## src/rtl/timer_deadline_queue_assert.svh

```systemverilog
// Assertion macros shared by the timer deadline queue RTL.
// Needs a clock and an active-low reset name at each use.
`ifndef TIMER_DEADLINE_QUEUE_ASSERT_SVH
`define TIMER_DEADLINE_QUEUE_ASSERT_SVH

// Check that an expression holds at every clock edge outside reset.
`define TDQ_ASSERT_ALWAYS(name, clk_sig, rstn_sig, expr, msg) \
  name: assert property (@(posedge clk_sig) disable iff (!rstn_sig) (expr)) \
    else $error(msg);

// Check that a condition implies a consequence in the same cycle.
`define TDQ_ASSERT_IMPLIES(name, clk_sig, rstn_sig, ante, cons, msg) \
  name: assert property (@(posedge clk_sig) disable iff (!rstn_sig) (ante) |-> (cons)) \
    else $error(msg);

`endif

```

## src/rtl/tdq_pkg.sv

```systemverilog
// Shared types and constants of the timer deadline queue.
// No dependencies.
`timescale 1ns / 1ps
`default_nettype none

package tdq_pkg;

  localparam int OpW       = 3;
  localparam int WordW     = 64;
  localparam int StatusW   = 2;
  localparam int CountW    = 5;
  localparam int MaxResults = 16;
  localparam int FireCntW  = 5;

  localparam logic [OpW-1:0] OP_ADD     = 3'd0;
  localparam logic [OpW-1:0] OP_RESCHED = 3'd1;
  localparam logic [OpW-1:0] OP_CANCEL  = 3'd2;
  localparam logic [OpW-1:0] OP_RUN_DUE = 3'd3;
  localparam logic [OpW-1:0] OP_CLEAR   = 3'd4;

  localparam logic [StatusW-1:0] ST_OK        = 2'd0;
  localparam logic [StatusW-1:0] ST_NOT_FOUND = 2'd1;
  localparam logic [StatusW-1:0] ST_FULL      = 2'd2;
  localparam logic [StatusW-1:0] ST_EXHAUSTED = 2'd3;

  // Commands from the controller to the datapath.
  typedef struct packed {
    logic load;
    logic scan_start;
    logic apply;
    logic emit;
  } tdq_cmd_t;

  // Status from the datapath back to the controller.
  typedef struct packed {
    logic scan_done;
    logic out_last;
  } tdq_stat_t;

endpackage

`default_nettype wire

```

## src/rtl/tdq_in_if.sv

```systemverilog
// Input channel of the timer deadline queue: handshake plus command item.
// Depends on tdq_pkg.
`timescale 1ns / 1ps
`default_nettype none

interface tdq_in_if;
  logic                          valid;
  logic                          ready;
  logic [tdq_pkg::OpW-1:0]       operation;
  logic [tdq_pkg::WordW-1:0]     timer_id;
  logic [tdq_pkg::WordW-1:0]     deadline;
  logic [tdq_pkg::WordW-1:0]     now_time;
  logic [tdq_pkg::WordW-1:0]     cutoff_id;

  modport source (output valid, output operation, output timer_id, output deadline,
                  output now_time, output cutoff_id, input ready);
  modport sink   (input valid, input operation, input timer_id, input deadline,
                  input now_time, input cutoff_id, output ready);
endinterface

`default_nettype wire

```

## src/rtl/tdq_out_if.sv

```systemverilog
// Result channel of the timer deadline queue: handshake plus result item.
// Depends on tdq_pkg.
`timescale 1ns / 1ps
`default_nettype none

interface tdq_out_if;
  logic                          valid;
  logic                          ready;
  logic [tdq_pkg::StatusW-1:0]   status;
  logic [tdq_pkg::WordW-1:0]     result_id;
  logic                          fired;
  logic                          last;
  logic                          has_next;
  logic [tdq_pkg::WordW-1:0]     earliest_deadline;
  logic [tdq_pkg::CountW-1:0]    timer_count;
  logic [tdq_pkg::WordW-1:0]     last_added_id;

  modport source (output valid, output status, output result_id, output fired,
                  output last, output has_next, output earliest_deadline,
                  output timer_count, output last_added_id, input ready);
  modport sink   (input valid, input status, input result_id, input fired,
                  input last, input has_next, input earliest_deadline,
                  input timer_count, input last_added_id, output ready);
endinterface

`default_nettype wire

```

## src/rtl/timer_deadline_queue.sv

```systemverilog
// One item at a time: a new item is accepted only in idle, once the last result of the
// previous item is taken. Each item makes two full passes over the table RAM, one for the
// lookup and one for the summary; each further run_due result adds an update and a pass.
// Reset: synchronous, active low; empties the table, sets the id counter to 1 and
// the last added id to 0. The table RAM itself is not cleared: per-slot valid bits gate it.
`timescale 1ns / 1ps
`default_nettype none

module timer_deadline_queue #(
  parameter int CAPACITY = 16
) (
  input  wire logic  clk,
  input  wire logic  rst_n,
  tdq_in_if.sink     in_ch,
  tdq_out_if.source  out_ch
);

  tdq_pkg::tdq_cmd_t  cmd;
  tdq_pkg::tdq_stat_t stat;

  // Controller: accepts an item, runs a lookup pass over the table, applies the
  // update, runs a second pass for the summary fields, then presents the result.
  // A run_due item loops update, pass and result once per fired timer.
  tdq_ctrl u_ctrl (
    .clk       (clk),
    .rst_n     (rst_n),
    .in_valid  (in_ch.valid),
    .in_ready  (in_ch.ready),
    .out_valid (out_ch.valid),
    .out_ready (out_ch.ready),
    .stat      (stat),
    .cmd       (cmd)
  );

  // Datapath: timer table in RAM with valid bits in flops, the sequential scan
  // that finds the free slot, the id match, the earliest due timer and the
  // earliest deadline, plus the id counter and the registered result item.
  tdq_datapath #(.CAPACITY(CAPACITY)) u_dp (
    .clk                   (clk),
    .rst_n                 (rst_n),
    .cmd                   (cmd),
    .stat                  (stat),
    .in_operation          (in_ch.operation),
    .in_timer_id           (in_ch.timer_id),
    .in_deadline           (in_ch.deadline),
    .in_now_time           (in_ch.now_time),
    .in_cutoff_id          (in_ch.cutoff_id),
    .out_status            (out_ch.status),
    .out_result_id         (out_ch.result_id),
    .out_fired             (out_ch.fired),
    .out_last              (out_ch.last),
    .out_has_next          (out_ch.has_next),
    .out_earliest_deadline (out_ch.earliest_deadline),
    .out_timer_count       (out_ch.timer_count),
    .out_last_added_id     (out_ch.last_added_id)
  );

endmodule

`default_nettype wire

```

## src/rtl/tdq_ram.sv

```systemverilog
// Generic single-write, single-read RAM with registered read data.
// No dependencies.
`timescale 1ns / 1ps
`default_nettype none

module tdq_ram #(
  parameter int WIDTH = 128,
  parameter int DEPTH = 16
) (
  input  wire logic                           clk,
  input  wire logic                           we,
  input  wire logic [$clog2(DEPTH)-1:0]       waddr,
  input  wire logic [WIDTH-1:0]               wdata,
  input  wire logic [$clog2(DEPTH)-1:0]       raddr,
  output      logic [WIDTH-1:0]               rdata
);

  logic [WIDTH-1:0] mem [DEPTH];

  always_ff @(posedge clk) begin
    if (we) begin
      mem[waddr] <= wdata;
    end
    rdata <= mem[raddr];
  end

endmodule

`default_nettype wire

```

## src/rtl/tdq_datapath.sv

```systemverilog
// Datapath of the timer deadline queue: timer table, table scan, id counter
// and result register. Depends on tdq_pkg, tdq_ram and the assertion macros.
`timescale 1ns / 1ps
`default_nettype none
`include "timer_deadline_queue_assert.svh"

module tdq_datapath #(
  parameter int CAPACITY = 16
) (
  input  wire logic                          clk,
  input  wire logic                          rst_n,
  input  wire tdq_pkg::tdq_cmd_t             cmd,
  output      tdq_pkg::tdq_stat_t            stat,
  input  wire logic [tdq_pkg::OpW-1:0]       in_operation,
  input  wire logic [tdq_pkg::WordW-1:0]     in_timer_id,
  input  wire logic [tdq_pkg::WordW-1:0]     in_deadline,
  input  wire logic [tdq_pkg::WordW-1:0]     in_now_time,
  input  wire logic [tdq_pkg::WordW-1:0]     in_cutoff_id,
  output      logic [tdq_pkg::StatusW-1:0]   out_status,
  output      logic [tdq_pkg::WordW-1:0]     out_result_id,
  output      logic                          out_fired,
  output      logic                          out_last,
  output      logic                          out_has_next,
  output      logic [tdq_pkg::WordW-1:0]     out_earliest_deadline,
  output      logic [tdq_pkg::CountW-1:0]    out_timer_count,
  output      logic [tdq_pkg::WordW-1:0]     out_last_added_id
);

  localparam int AW = $clog2(CAPACITY);
  localparam int CW = $clog2(CAPACITY + 1);
  localparam int WW = tdq_pkg::WordW;
  localparam int EW = 2 * WW;
  localparam int FW = tdq_pkg::FireCntW;
  localparam int OW = tdq_pkg::OpW;
  localparam int SW = tdq_pkg::StatusW;
  localparam int NW = tdq_pkg::CountW;
  localparam logic [AW-1:0] LastAddr = AW'(CAPACITY - 1);
  localparam logic [FW-1:0] FireMax  = FW'(tdq_pkg::MaxResults);

  // Latched command item
  logic [OW-1:0] op_r, op_nxt;
  logic [WW-1:0] tid_r, tid_nxt, dl_r, dl_nxt, now_r, now_nxt, cutoff_r, cutoff_nxt;

  // Table state
  logic [CAPACITY-1:0] valid_r, valid_nxt;
  logic [CW-1:0]       count_r, count_nxt;
  logic [WW-1:0]       id_ctr_r, id_ctr_nxt, recent_r, recent_nxt;

  // Scan sequencer
  logic          active_r, active_nxt;
  logic [AW-1:0] addr_r, addr_nxt;
  logic          rd_v_r, rd_v_nxt, rd_last_r, rd_last_nxt, done_r, done_nxt;
  logic [AW-1:0] rd_idx_r, rd_idx_nxt;

  // Scan results
  logic          free_found_r, free_found_nxt, match_found_r, match_found_nxt;
  logic [AW-1:0] free_idx_r, free_idx_nxt, match_idx_r, match_idx_nxt;
  logic          cand_found_r, cand_found_nxt;
  logic [AW-1:0] cand_idx_r, cand_idx_nxt;
  logic [WW-1:0] cand_id_r, cand_id_nxt, cand_dl_r, cand_dl_nxt;
  logic          any_r, any_nxt;
  logic [WW-1:0] min_dl_r, min_dl_nxt;

  // Pending result of the last update
  logic [SW-1:0] res_status_r, res_status_nxt;
  logic [WW-1:0] res_id_r, res_id_nxt;
  logic          res_fire_r, res_fire_nxt;
  logic [FW-1:0] fire_cnt_r, fire_cnt_nxt;

  // Result register
  logic [SW-1:0] out_status_r, out_status_nxt;
  logic [WW-1:0] out_id_r, out_id_nxt, out_next_dl_r, out_next_dl_nxt;
  logic [WW-1:0] out_added_r, out_added_nxt;
  logic          out_fired_r, out_fired_nxt, out_last_r, out_last_nxt;
  logic          out_has_next_r, out_has_next_nxt;
  logic [NW-1:0] out_count_r, out_count_nxt;

  // RAM port
  logic          ram_we;
  logic [AW-1:0] ram_waddr;
  logic [EW-1:0] ram_wdata, ram_rdata;

  logic [WW-1:0] ent_id, ent_dl;
  logic          ent_v, ent_due, cand_better;

  tdq_ram #(.WIDTH(EW), .DEPTH(CAPACITY)) u_table (
    .clk   (clk),
    .we    (ram_we),
    .waddr (ram_waddr),
    .wdata (ram_wdata),
    .raddr (addr_r),
    .rdata (ram_rdata)
  );

  assign ent_id      = ram_rdata[EW-1:WW];
  assign ent_dl      = ram_rdata[WW-1:0];
  assign ent_v       = valid_r[rd_idx_r];
  assign ent_due     = (ent_dl <= now_r) && (ent_id <= cutoff_r);
  assign cand_better = (ent_dl < cand_dl_r) || ((ent_dl == cand_dl_r) && (ent_id < cand_id_r));

  always_comb begin
    op_nxt = op_r; tid_nxt = tid_r; dl_nxt = dl_r; now_nxt = now_r; cutoff_nxt = cutoff_r;
    valid_nxt = valid_r; count_nxt = count_r; id_ctr_nxt = id_ctr_r; recent_nxt = recent_r;
    active_nxt = active_r; addr_nxt = addr_r;
    free_found_nxt = free_found_r; free_idx_nxt = free_idx_r;
    match_found_nxt = match_found_r; match_idx_nxt = match_idx_r;
    cand_found_nxt = cand_found_r; cand_idx_nxt = cand_idx_r;
    cand_id_nxt = cand_id_r; cand_dl_nxt = cand_dl_r;
    any_nxt = any_r; min_dl_nxt = min_dl_r;
    res_status_nxt = res_status_r; res_id_nxt = res_id_r; res_fire_nxt = res_fire_r;
    fire_cnt_nxt = fire_cnt_r;
    out_status_nxt = out_status_r; out_id_nxt = out_id_r; out_fired_nxt = out_fired_r;
    out_last_nxt = out_last_r; out_has_next_nxt = out_has_next_r;
    out_next_dl_nxt = out_next_dl_r; out_count_nxt = out_count_r; out_added_nxt = out_added_r;
    ram_we = 1'b0;
    ram_waddr = free_idx_r;
    ram_wdata = {id_ctr_r, dl_r};

    if (cmd.load) begin
      op_nxt = in_operation;
      tid_nxt = in_timer_id;
      dl_nxt = in_deadline;
      now_nxt = in_now_time;
      cutoff_nxt = in_cutoff_id;
      fire_cnt_nxt = '0;
    end

    // Address side of the scan: one entry per cycle.
    rd_v_nxt = active_r;
    rd_idx_nxt = addr_r;
    rd_last_nxt = active_r && (addr_r == LastAddr);
    done_nxt = rd_v_r && rd_last_r;
    if (active_r) begin
      if (addr_r == LastAddr) begin
        active_nxt = 1'b0;
      end else begin
        addr_nxt = addr_r + AW'(1);
      end
    end

    // Data side of the scan: fold one entry into the running results.
    if (rd_v_r) begin
      if (!ent_v && !free_found_r) begin
        free_found_nxt = 1'b1;
        free_idx_nxt = rd_idx_r;
      end
      if (ent_v && (ent_id == tid_r)) begin
        match_found_nxt = 1'b1;
        match_idx_nxt = rd_idx_r;
      end
      if (ent_v && ent_due && (!cand_found_r || cand_better)) begin
        cand_found_nxt = 1'b1;
        cand_idx_nxt = rd_idx_r;
        cand_id_nxt = ent_id;
        cand_dl_nxt = ent_dl;
      end
      if (ent_v && (!any_r || (ent_dl < min_dl_r))) begin
        any_nxt = 1'b1;
        min_dl_nxt = ent_dl;
      end
    end

    if (cmd.scan_start) begin
      active_nxt = 1'b1;
      addr_nxt = '0;
      free_found_nxt = 1'b0;
      match_found_nxt = 1'b0;
      cand_found_nxt = 1'b0;
      any_nxt = 1'b0;
    end

    if (cmd.apply) begin
      res_status_nxt = tdq_pkg::ST_OK;
      res_id_nxt = '0;
      res_fire_nxt = 1'b0;
      case (op_r)
        tdq_pkg::OP_ADD: begin
          if (id_ctr_r == '0) begin
            res_status_nxt = tdq_pkg::ST_EXHAUSTED;
          end else if (!free_found_r) begin
            res_status_nxt = tdq_pkg::ST_FULL;
          end else begin
            ram_we = 1'b1;
            ram_waddr = free_idx_r;
            ram_wdata = {id_ctr_r, dl_r};
            valid_nxt[free_idx_r] = 1'b1;
            count_nxt = count_r + CW'(1);
            id_ctr_nxt = id_ctr_r + WW'(1);
            recent_nxt = id_ctr_r;
            res_id_nxt = id_ctr_r;
          end
        end
        tdq_pkg::OP_RESCHED: begin
          if (!match_found_r) begin
            res_status_nxt = tdq_pkg::ST_NOT_FOUND;
          end else begin
            ram_we = 1'b1;
            ram_waddr = match_idx_r;
            ram_wdata = {tid_r, dl_r};
          end
        end
        tdq_pkg::OP_CANCEL: begin
          if (!match_found_r) begin
            res_status_nxt = tdq_pkg::ST_NOT_FOUND;
          end else begin
            valid_nxt[match_idx_r] = 1'b0;
            count_nxt = count_r - CW'(1);
          end
        end
        tdq_pkg::OP_RUN_DUE: begin
          if (cand_found_r && (fire_cnt_r < FireMax)) begin
            valid_nxt[cand_idx_r] = 1'b0;
            count_nxt = count_r - CW'(1);
            res_id_nxt = cand_id_r;
            res_fire_nxt = 1'b1;
            fire_cnt_nxt = fire_cnt_r + FW'(1);
          end
        end
        tdq_pkg::OP_CLEAR: begin
          valid_nxt = '0;
          count_nxt = '0;
        end
        default: begin
        end
      endcase
    end

    if (cmd.emit) begin
      out_status_nxt = res_status_r;
      out_id_nxt = res_id_r;
      out_fired_nxt = res_fire_r;
      out_last_nxt = !(res_fire_r && cand_found_r && (fire_cnt_r < FireMax));
      out_has_next_nxt = any_r;
      out_next_dl_nxt = any_r ? min_dl_r : '0;
      out_count_nxt = NW'(count_r);
      out_added_nxt = recent_r;
    end
  end

  always_ff @(posedge clk) begin
    if (!rst_n) begin
      valid_r <= '0;
      count_r <= '0;
      id_ctr_r <= WW'(1);
      recent_r <= '0;
      active_r <= 1'b0;
      rd_v_r <= 1'b0;
      rd_last_r <= 1'b0;
      done_r <= 1'b0;
    end else begin
      valid_r <= valid_nxt;
      count_r <= count_nxt;
      id_ctr_r <= id_ctr_nxt;
      recent_r <= recent_nxt;
      active_r <= active_nxt;
      rd_v_r <= rd_v_nxt;
      rd_last_r <= rd_last_nxt;
      done_r <= done_nxt;
    end
  end

  always_ff @(posedge clk) begin
    op_r <= op_nxt; tid_r <= tid_nxt; dl_r <= dl_nxt; now_r <= now_nxt; cutoff_r <= cutoff_nxt;
    addr_r <= addr_nxt;
    rd_idx_r <= rd_idx_nxt;
    free_found_r <= free_found_nxt; free_idx_r <= free_idx_nxt;
    match_found_r <= match_found_nxt; match_idx_r <= match_idx_nxt;
    cand_found_r <= cand_found_nxt; cand_idx_r <= cand_idx_nxt;
    cand_id_r <= cand_id_nxt; cand_dl_r <= cand_dl_nxt;
    any_r <= any_nxt; min_dl_r <= min_dl_nxt;
    res_status_r <= res_status_nxt; res_id_r <= res_id_nxt; res_fire_r <= res_fire_nxt;
    fire_cnt_r <= fire_cnt_nxt;
    out_status_r <= out_status_nxt; out_id_r <= out_id_nxt; out_fired_r <= out_fired_nxt;
    out_last_r <= out_last_nxt; out_has_next_r <= out_has_next_nxt;
    out_next_dl_r <= out_next_dl_nxt; out_count_r <= out_count_nxt; out_added_r <= out_added_nxt;
  end

  assign stat.scan_done = done_r;
  assign stat.out_last  = out_last_r;

  assign out_status            = out_status_r;
  assign out_result_id         = out_id_r;
  assign out_fired             = out_fired_r;
  assign out_last              = out_last_r;
  assign out_has_next          = out_has_next_r;
  assign out_earliest_deadline = out_next_dl_r;
  assign out_timer_count       = out_count_r;
  assign out_last_added_id     = out_added_r;

  `TDQ_ASSERT_ALWAYS(a_count_tracks_valid, clk, rst_n, $countones(valid_r) == int'(count_r), "timer count out of step with valid bits")
  `TDQ_ASSERT_ALWAYS(a_id_counter_ahead, clk, rst_n, id_ctr_r == recent_r + WW'(1), "id counter not one past last issued id")
  `TDQ_ASSERT_IMPLIES(a_no_scan_restart, clk, rst_n, cmd.scan_start, !active_r && !rd_v_r, "scan restarted while in flight")

endmodule

`default_nettype wire

```

## src/rtl/tdq_ctrl.sv

```systemverilog
// Controller of the timer deadline queue: sequences scan, update and result.
// Depends on tdq_pkg.
`timescale 1ns / 1ps
`default_nettype none

module tdq_ctrl (
  input  wire logic                 clk,
  input  wire logic                 rst_n,
  input  wire logic                 in_valid,
  output      logic                 in_ready,
  output      logic                 out_valid,
  input  wire logic                 out_ready,
  input  wire tdq_pkg::tdq_stat_t   stat,
  output      tdq_pkg::tdq_cmd_t    cmd
);

  typedef enum logic [4:0] {
    S_IDLE  = 5'b00001,
    S_SCAN1 = 5'b00010,
    S_APPLY = 5'b00100,
    S_SCAN2 = 5'b01000,
    S_OUT   = 5'b10000
  } state_t;

  state_t state_r, state_nxt;

  always_comb begin
    state_nxt = state_r;
    cmd = '0;
    case (state_r)
      S_IDLE: begin
        if (in_valid) begin
          cmd.load = 1'b1;
          cmd.scan_start = 1'b1;
          state_nxt = S_SCAN1;
        end
      end
      S_SCAN1: begin
        if (stat.scan_done) begin
          state_nxt = S_APPLY;
        end
      end
      S_APPLY: begin
        cmd.apply = 1'b1;
        cmd.scan_start = 1'b1;
        state_nxt = S_SCAN2;
      end
      S_SCAN2: begin
        if (stat.scan_done) begin
          cmd.emit = 1'b1;
          state_nxt = S_OUT;
        end
      end
      S_OUT: begin
        if (out_ready) begin
          state_nxt = stat.out_last ? S_IDLE : S_APPLY;
        end
      end
      default: begin
        state_nxt = S_IDLE;
      end
    endcase
  end

  always_ff @(posedge clk) begin
    if (!rst_n) begin
      state_r <= S_IDLE;
    end else begin
      state_r <= state_nxt;
    end
  end

  assign in_ready  = (state_r == S_IDLE);
  assign out_valid = (state_r == S_OUT);

endmodule

`default_nettype wire
```

## src/flat_wrapper.sv

```systemverilog
// flat-port wrapper written by rule: the top's interface ports become plain ports
module timer_deadline_queue_flat 
#(
  parameter int CAPACITY = 16
)
  (clk, rst_n, in_ch_valid, in_ch_operation, in_ch_timer_id, in_ch_deadline, in_ch_now_time, in_ch_cutoff_id, in_ch_ready, out_ch_valid, out_ch_status, out_ch_result_id, out_ch_fired, out_ch_last, out_ch_has_next, out_ch_earliest_deadline, out_ch_timer_count, out_ch_last_added_id, out_ch_ready);
  tdq_in_if in_ch_i ();
  tdq_out_if out_ch_i ();
  input  wire logic clk;
  input  wire logic rst_n;
  input wire logic [$bits(in_ch_i.valid)-1:0] in_ch_valid;
  input wire logic [$bits(in_ch_i.operation)-1:0] in_ch_operation;
  input wire logic [$bits(in_ch_i.timer_id)-1:0] in_ch_timer_id;
  input wire logic [$bits(in_ch_i.deadline)-1:0] in_ch_deadline;
  input wire logic [$bits(in_ch_i.now_time)-1:0] in_ch_now_time;
  input wire logic [$bits(in_ch_i.cutoff_id)-1:0] in_ch_cutoff_id;
  output wire logic [$bits(in_ch_i.ready)-1:0] in_ch_ready;
  output wire logic [$bits(out_ch_i.valid)-1:0] out_ch_valid;
  output wire logic [$bits(out_ch_i.status)-1:0] out_ch_status;
  output wire logic [$bits(out_ch_i.result_id)-1:0] out_ch_result_id;
  output wire logic [$bits(out_ch_i.fired)-1:0] out_ch_fired;
  output wire logic [$bits(out_ch_i.last)-1:0] out_ch_last;
  output wire logic [$bits(out_ch_i.has_next)-1:0] out_ch_has_next;
  output wire logic [$bits(out_ch_i.earliest_deadline)-1:0] out_ch_earliest_deadline;
  output wire logic [$bits(out_ch_i.timer_count)-1:0] out_ch_timer_count;
  output wire logic [$bits(out_ch_i.last_added_id)-1:0] out_ch_last_added_id;
  input wire logic [$bits(out_ch_i.ready)-1:0] out_ch_ready;
  assign in_ch_i.valid = in_ch_valid;
  assign in_ch_i.operation = in_ch_operation;
  assign in_ch_i.timer_id = in_ch_timer_id;
  assign in_ch_i.deadline = in_ch_deadline;
  assign in_ch_i.now_time = in_ch_now_time;
  assign in_ch_i.cutoff_id = in_ch_cutoff_id;
  assign in_ch_ready = in_ch_i.ready;
  assign out_ch_valid = out_ch_i.valid;
  assign out_ch_status = out_ch_i.status;
  assign out_ch_result_id = out_ch_i.result_id;
  assign out_ch_fired = out_ch_i.fired;
  assign out_ch_last = out_ch_i.last;
  assign out_ch_has_next = out_ch_i.has_next;
  assign out_ch_earliest_deadline = out_ch_i.earliest_deadline;
  assign out_ch_timer_count = out_ch_i.timer_count;
  assign out_ch_last_added_id = out_ch_i.last_added_id;
  assign out_ch_i.ready = out_ch_ready;
  timer_deadline_queue #(.CAPACITY(CAPACITY)) u_core (.clk(clk), .rst_n(rst_n), .in_ch(in_ch_i), .out_ch(out_ch_i));
endmodule
```

## config.mk

```make
export PLATFORM = sky130hd
export DESIGN_NAME = timer_deadline_queue_flat
export DESIGN_NICKNAME = d
export VERILOG_FILES = /design/src/rtl/tdq_pkg.sv /design/src/rtl/tdq_in_if.sv /design/src/rtl/tdq_out_if.sv /design/src/rtl/timer_deadline_queue.sv /design/src/rtl/tdq_ram.sv /design/src/rtl/tdq_datapath.sv /design/src/rtl/tdq_ctrl.sv /design/src/flat_wrapper.sv
export VERILOG_INCLUDE_DIRS = /design/src /design/src/rtl
export SDC_FILE = /design/constraint.sdc
export NUM_CORES = 2
export LEC_CHECK = 0
export ABC_CLOCK_PERIOD_IN_PS = 34200
export BUFFER_PORTS_ARGS = -buffer_cell sky130_fd_sc_hd__buf_4
export CORE_MARGIN = 1
export CORE_UTILIZATION = 54
export DETAILED_ROUTE_END_ITERATION = 10
export PLACE_DENSITY = 0.71
export SYNTH_ARGS = -nofsm -noshare
export SYNTH_HDL_FRONTEND = slang
export SYNTH_SLANG_ARGS = --single-unit
export TNS_END_PERCENT = 1
```

## constraint.sdc

```tcl
create_clock -name clk -period 34.2 [get_ports clk]
set_clock_uncertainty 0.1 [all_clocks]
set_input_delay 5.13 -clock clk [delete_from_list [all_inputs] [get_ports clk]]
set_output_delay 5.13 -clock clk [all_outputs]
set_load 0.01 [all_outputs]
```

== Word-level counts from Yosys, hierarchy flattened ==
Memory sizes are Yosys's and may differ from the RTL's. A register that Yosys moved wholly into a read port is not among the register bits.
Cells that the tools add are included.
Cells by class
  reduce and logical (&&, ||, !) cells: 35
  muxes and demuxes: 59
  add/sub/neg operators: 5
  equal/unequal tests: 20
  bitwise gates (word level): 7
  magnitude comparators: 13
Operators with widths (number)
  two-way mux 128 bit: 3
  less-than comparator 64 bit: 3
  two-way mux 64 bit: 3
  equality test 64 bit: 2
  less-or-equal comparator 64 bit: 2
  case mux 64 bit (2 select lines): 1
  adder 64 x 1 -> 64 bit, second input constant: 1
  logical NOT 64 bit: 1
  two-way mux 16 bit: 4
  case mux 16 bit (4 select lines): 1
  two-way mux 5 bit: 12
  AND 16 bit: 2
  NOT 16 bit: 2
  case mux 5 bit (5 select lines): 1
  less-than comparator 4 x 5 -> 1 bit, second input constant: 4
  case mux 5 bit (4 select lines): 1
  two-way mux 1 bit: 19
  OR 16 bit: 1
  logical AND 1 bit: 15
  != test 2 bit, second input constant: 7
  demux 1 bit (select 4 bit): 3
  >= comparator 4 x 1 -> 1 bit, second input constant: 3
  two-way mux 4 bit: 3
  adder 5 x 1 -> 5 bit, second input constant: 2
  other kinds (27): 43
Storage, ports and cells
  output and inout bits: 204
  bits in writable memories: 2048
  flip-flop bits (word level): 907
  input bits: 263
  memories: 1
Memory list
  u_core.u_dp.u_table.mem: depth 16, bits a word 128, rd ports 1, clocked after memory_dff 1, write ports 1, RTL line tdq_ram.sv:18  | logic [WIDTH-1:0] mem [DEPTH];

== Logic depth before layout (Yosys ltp) ==
  depth after elaboration: 8
  gate-level depth with buffers: 13
  depth with buffers taken out: 10

== Cells and area by module ==
A second synthesis with hierarchy kept.
Second synthesis, totals
  cell total of the unflattened synthesis: 6537
  area, all modules: 119996.3 um^2
By module, submodules not included
  tdq_ram: seq. area each 64061.4 um^2, times used 1, area each 79331.1 um^2, cells each 3365
  tdq_datapath: seq. area each 25384.3 um^2, times used 1, area each 40249.9 um^2, cells each 3125
  tdq_ctrl: seq. area each 100.1 um^2, times used 1, area each 415.4 um^2, cells each 47

== Worst setup path after synthesis ==
No wires, ideal clock.
  path kind: reg2reg
  start point: register u_core.u_dp.id_ctr_r[0]
  end point: memory u_core.u_dp.u_table.mem[13][0], enable pin
  cell stages (with the launch flop): 11
  data arrival time: 10945 ps
  path slack: 22363 ps
  setup time: 792 ps
  period minus slack after synthesis: 11837 ps
  path through: dfxtp_1 inv_1 ha_1 nor4b_1 nand4_1 nor4_2 or3_1 buf_2 nor3b_2 nor2_1 o21ai_0
Between the ends
  cells in the longest elaborated chain, start to end: 6
RTL lines
  from (decl): RTL line tdq_datapath.sv:47  | logic [WW-1:0] id_ctr_r, id_ctr_nxt, recent_r, recent_nxt;
  from (signal assigned): RTL line tdq_datapath.sv:253  | id_ctr_r <= id_ctr_nxt;
  logical NOT 64 bit: RTL line tdq_datapath.sv:178  | if (id_ctr_r == '0) begin
  two-way mux 1 bit: RTL line tdq_datapath.sv:178
  case mux 1 bit (2 select lines): RTL line tdq_datapath.sv:176  | case (op_r)
  two-way mux 1 bit: RTL line tdq_datapath.sv:172  | if (cmd.apply) begin
  two-way mux 1 bit: RTL line tdq_ram.sv:21  | if (we) begin
  two-way mux 1 bit (not written as such): RTL line tdq_ram.sv:22  | mem[waddr] <= wdata;
  to (decl): RTL line tdq_ram.sv:18
Every way passes these cells.

==> impl_results.rst <==
.. list-table::
   :header-rows: 1

   * - Metric
     - Value
   * - CTS tree
     - done
   * - Actual slew at the worst max-slew pin
     - between 1.5 and 2 ns
   * - Routability congestion estimate from global placement
     - around 0.93
   * - Via count
     - 62000
   * - Violated checks
     - max-capacitance violations, max-slew violations
   * - GRT Residual Overflow
     - 0
   * - Placed cell count
     - about 9600
   * - Final HPWL from detailed placement
     - 171 mm
   * - Netlist Area Pre-Place
     - about 120000 um2
   * - Number of global-route vias before repair
     - between 60000 and 70000
   * - Switching power share of the total
     - between 20% and 30%
   * - Type of element capturing the critical path
     - flip-flop
   * - Commonest non-fill, non-tap cell in the layout
     - edfxtp_1
   * - Worst EP required
     - between 30 and 40 ns
   * - Global-route wire length before repair
     - between 400 and 500 mm
   * - Path type of the worst setup path
     - in -> reg
   * - Top-level port count
     - 467
   * - Initial core utilization
     - 54.5%
   * - Average wire per standard cell
     - 28.9 um
   * - Die Span X
     - 473 um
   * - Clock buffer count from CTS
     - 318
   * - Proportion of layout cells with a drive suffix above 1
     - 23.8%
   * - Largest fanout of any net on the critical path
     - between 60 and 70
   * - Combinational Power Share
     - 12.7%
   * - Final Hold Violating Endpoints
     - 0
   * - Async set-or-reset flop fraction in the synthesized netlist
     - 0%
   * - Result of the run
     - finished, violations left
   * - Post-CTS Hold Buffers
     - 0
   * - Die area
     - around 220000 um2
   * - Worst setup margin
     - 26.39 ns
   * - Hold Path Class
     - reg -> reg
   * - Post-route setup TNS
     - 0 ns
   * - Via-per-instance ratio
     - approximately 6
   * - Post-Syn Area per Cell
     - about 19 um2
   * - Internal power of the cells
     - between 6 and 7 mW
   * - Number of detailed-route iterations in the first pass
     - 6
   * - CP Data Arrival Time
     - roughly 8.3 ns
   * - Total setup buffers inserted after CTS
     - 0
   * - Critical-path cell with the highest stage delay
     - buf_4
   * - CP startpoint kind
     - input port
   * - Total routed wirelength
     - roughly 290 mm
   * - Syn. warnings
     - 0
   * - Post-CTS resize count
     - 0
   * - Cell area after layout
     - 137000 um2
   * - Global-route usage over all layers
     - between 20% and 30%
   * - Die extent in y
     - 473 um
   * - Nets
     - 7522
   * - Endpoints failing setup
     - 0
   * - Most used cells in the layout excluding fill and tap cells
     - edfxtp_1 (2780), mux4_2 (634), buf_4 (561)
   * - Number of nets produced by synthesis
     - approximately 6900
   * - Worst-Skew Late Latency
     - 0.94 ns
   * - Clock Power Share
     - between 30% and 40%
   * - Total core area
     - approximately 220000 um2
   * - Remaining number of nets flagged by the antenna check after routing
     - 0
   * - Proportion of power drawn by flip-flops and latches
     - roughly half
   * - Number of H-tree branching levels
     - 5
   * - Ys flop type
     - edfxtp_1
   * - Final core utilization
     - 62.3%
   * - Count of non-filler cells in the finished layout
     - between 10000 and 15000
   * - Sequence of cells on the critical path
     - buf_4 > nand2_1 > inv_8 > buf_4 > buf_4 > buf_4
   * - IO Port Bufs
     - about 470
   * - Minimum clock period after layout
     - about 7.8 ns
   * - Sink count of the clock tree
     - 3083
   * - Switching pwr
     - 2.14 mW
   * - Largest buffer count on any clock path
     - 4
   * - Largest incremental delay on the critical path
     - between 0.7 and 0.8 ns
   * - Final clock period utilization by the worst path
     - between 20 and 25%
   * - PwrDens
     - around 65 nW/um2
   * - Number of max-cap violations
     - 1
   * - Pre-CTS setup slack
     - around 25 ns
   * - RSZ-0062 raised after global routing
     - no
   * - Pleak
     - 45.3 nW
   * - Library cell used as clock root buffer
     - clkbuf_16
   * - Flops & latches, synth
     - 3083
   * - Number of distinct standard cells referenced by the synthesized netlist
     - 79
   * - Synthesized instance count
     - ~6300
   * - DRC violations left
     - 0
   * - Number of enable-type register cells in the synthesized netlist
     - approximately 2800
   * - Drt first-iter violations
     - around 7600
   * - Number of pins with negative max-slew slack in the final report
     - 3
   * - Highest clock frequency the design can meet
     - 128 MHz
   * - Share of synthesized area occupied by flip-flops and latches
     - between 70% and 80%
   * - Worst slew margin relative to its limit
     - -2.55%
   * - Layout Area Growth over Synthesis
     - 14.5%
   * - Largest net degree at the start of global routing
     - 147
   * - Placed cell area
     - 127000 um2
   * - Max VDD drop
     - slightly below 0.00006 V
   * - Number of fillers in the final layout
     - 15200
   * - Antenna violations before repair
     - 16
   * - Clock transition at the registers of the reported paths
     - around 0.070 ns
   * - Critical path's most frequent cell
     - buf_4
   * - Placement Rows
     - 172
-- flip-flops by register name, indices dropped and copies added (netlist names), 5 cells and up --
register / count
u_core.u_dp.now_r: 64
u_core.u_dp.id_ctr_r: 64
u_core.u_dp.count_r: 5
u_core.u_dp.recent_r: 64
u_core.u_dp.dl_r: 64
u_core.u_ctrl.state_r: 5
u_core.u_dp.u_table.mem: 2048
u_core.u_dp.tid_r: 64
u_core.u_dp.fire_cnt_r: 5
u_core.u_dp.u_table.rdata: 128
u_core.u_dp.cand_id_r: 64
u_core.u_dp.out_last_added_id: 64
u_core.u_dp.out_result_id: 64
u_core.u_dp.out_earliest_deadline: 64
u_core.u_dp.valid_r: 16
u_core.u_dp.out_timer_count: 5
u_core.u_dp.cand_dl_r: 64
u_core.u_dp.min_dl_r: 64
u_core.u_dp.res_id_r: 64
u_core.u_dp.cutoff_r: 64
-- final timing paths --
path	from	end	slack, ns	cells past startpoint
setup / recovery	in_ch_valid	u_core.u_dp.dl_r[33]$_DFFE_PP_	26.39	6
hold / removal	u_core.u_dp.res_id_r[62]$_DFFE_PN_	u_core.u_dp.out_result_id[62]$_DFFE_PP_	0.28	0
setup reg to reg	u_core.u_ctrl.state_r[3]$_SDFFE_PN0P_	u_core.u_dp.u_table.mem[6][120]$_DFFE_PP_	27.83	9
hold reg to reg	u_core.u_dp.res_id_r[62]$_DFFE_PN_	u_core.u_dp.out_result_id[62]$_DFFE_PP_	0.28	0
-- Yosys cell counts, drive strengths merged, types with 3 or more instances --
| library cell | n | share of area (%) |
|---|---|---|
| xnor2 | 63 | 0.46 |
| o2111ai | 3 | 0.022 |
| a21o | 26 | 0.16 |
| and4 | 11 | 0.080 |
| nand4 | 87 | 0.46 |
| nand2b | 5 | 0.026 |
| mux4 | 634 | 12 |
| nand3 | 59 | 0.25 |
| xor2 | 49 | 0.36 |
| or4 | 6 | 0.038 |
| nor3b | 7 | 0.048 |
| nor2 | 168 | 0.53 |
| and3 | 18 | 0.094 |
| o2bb2ai | 5 | 0.037 |
| o21a | 13 | 0.081 |
| a221oi | 20 | 0.15 |
| a211oi | 32 | 0.20 |
| o22ai | 9 | 0.047 |
| ha | 325 | 3.4 |
| o21bai | 7 | 0.053 |
| or3 | 12 | 0.063 |
| a21oi | 147 | 0.61 |
| o41ai | 3 | 0.022 |
| nor2b | 41 | 0.21 |
| nand2 | 409 | 1.3 |
| a31oi | 5 | 0.026 |
| clkbuf | 152 | 0.48 |
| a21boi | 80 | 0.50 |
| a22o | 66 | 0.48 |
| and2 | 60 | 0.31 |
| o21ai | 107 | 0.45 |
| mux2i | 12 | 0.10 |
| nor3 | 24 | 0.11 |
| nor4 | 40 | 0.24 |
| mux2 | 3 | 0.028 |
| buf | 109 | 0.42 |
| o211ai | 11 | 0.069 |
| inv | 358 | 1.1 |
| dfxtp | 303 | 5.1 |
| edfxtp | 2780 | 70 |
-- cell type report --
cell class / instances / area (um2) / share of cell area, %
diodes: 3 / 7.51 / 0.00548
clock buffers: 428 / 8730 / 6.37
clock inverters: 129 / 1340 / 0.975
inverters: 359 / 1360 / 0.989
multi-input cells: 2602 / 28000 / 20.4
flip-flops and latches: 3083 / 89600 / 65.3
well taps: 2958 / 3700 / 2.70
repair buffers: 569 / 4370 / 3.19
-- critical path, delay by kind of cell --
family                 cells  cell delay [ns]
AND/OR/NAND/NOR            1             0.21
buffers and inverters      5             2.64
-- power by group through the flow --
stage / sequential (mW) / combinational, mW / clock (mW)
3_5_place_dp: 4.48 / 1.13 / 0
6_report: 4.41 / 1.13 / 3.38
3_3_place_gp: 4.48 / 1.11 / 0
4_1_cts: 4.40 / 1.14 / 3.42
2_1_floorplan: 4.37 / 0.849 / 0
5_1_grt: 4.41 / 1.23 / 3.56
-- metrics by stage --
stage	hold slack, ns	total power [mW]
finish	0.280	8.91
global placement	0.305	5.58
detailed placement	0.305	5.61
floorplan	0.229	5.22
CTS	0.280	8.96
global route	0.301	9.20
-- per-layer routing --
layer,vias up,track usage (%),wire length (um)
met1,32000,38.3,122000
met3,574,4.92,27200
met4,8,10.2,12000
li1,26200,-,-
met2,3165,39.3,132000
met5,-,0,55
-- cells by family (layout without fill, tap and decap cells) --
group / Yosys count / after routing / synth area share [%]
buffers and inverters: 620 / 1485 / 2.03
and+or+nand+nor: 957 / 957 / 3.82
adders and majority gates: 326 / 326 / 3.41
muxes: 649 / 649 / 12.1
AOI/OAI and AO/OA: 558 / 558 / 3.10
DFF: 3083 / 3083 / 74.8
other: 0 / 3 / 0
xor gates and xnor gates: 112 / 112 / 0.819
No activity file was read; power rests on OpenSTA's default activity.
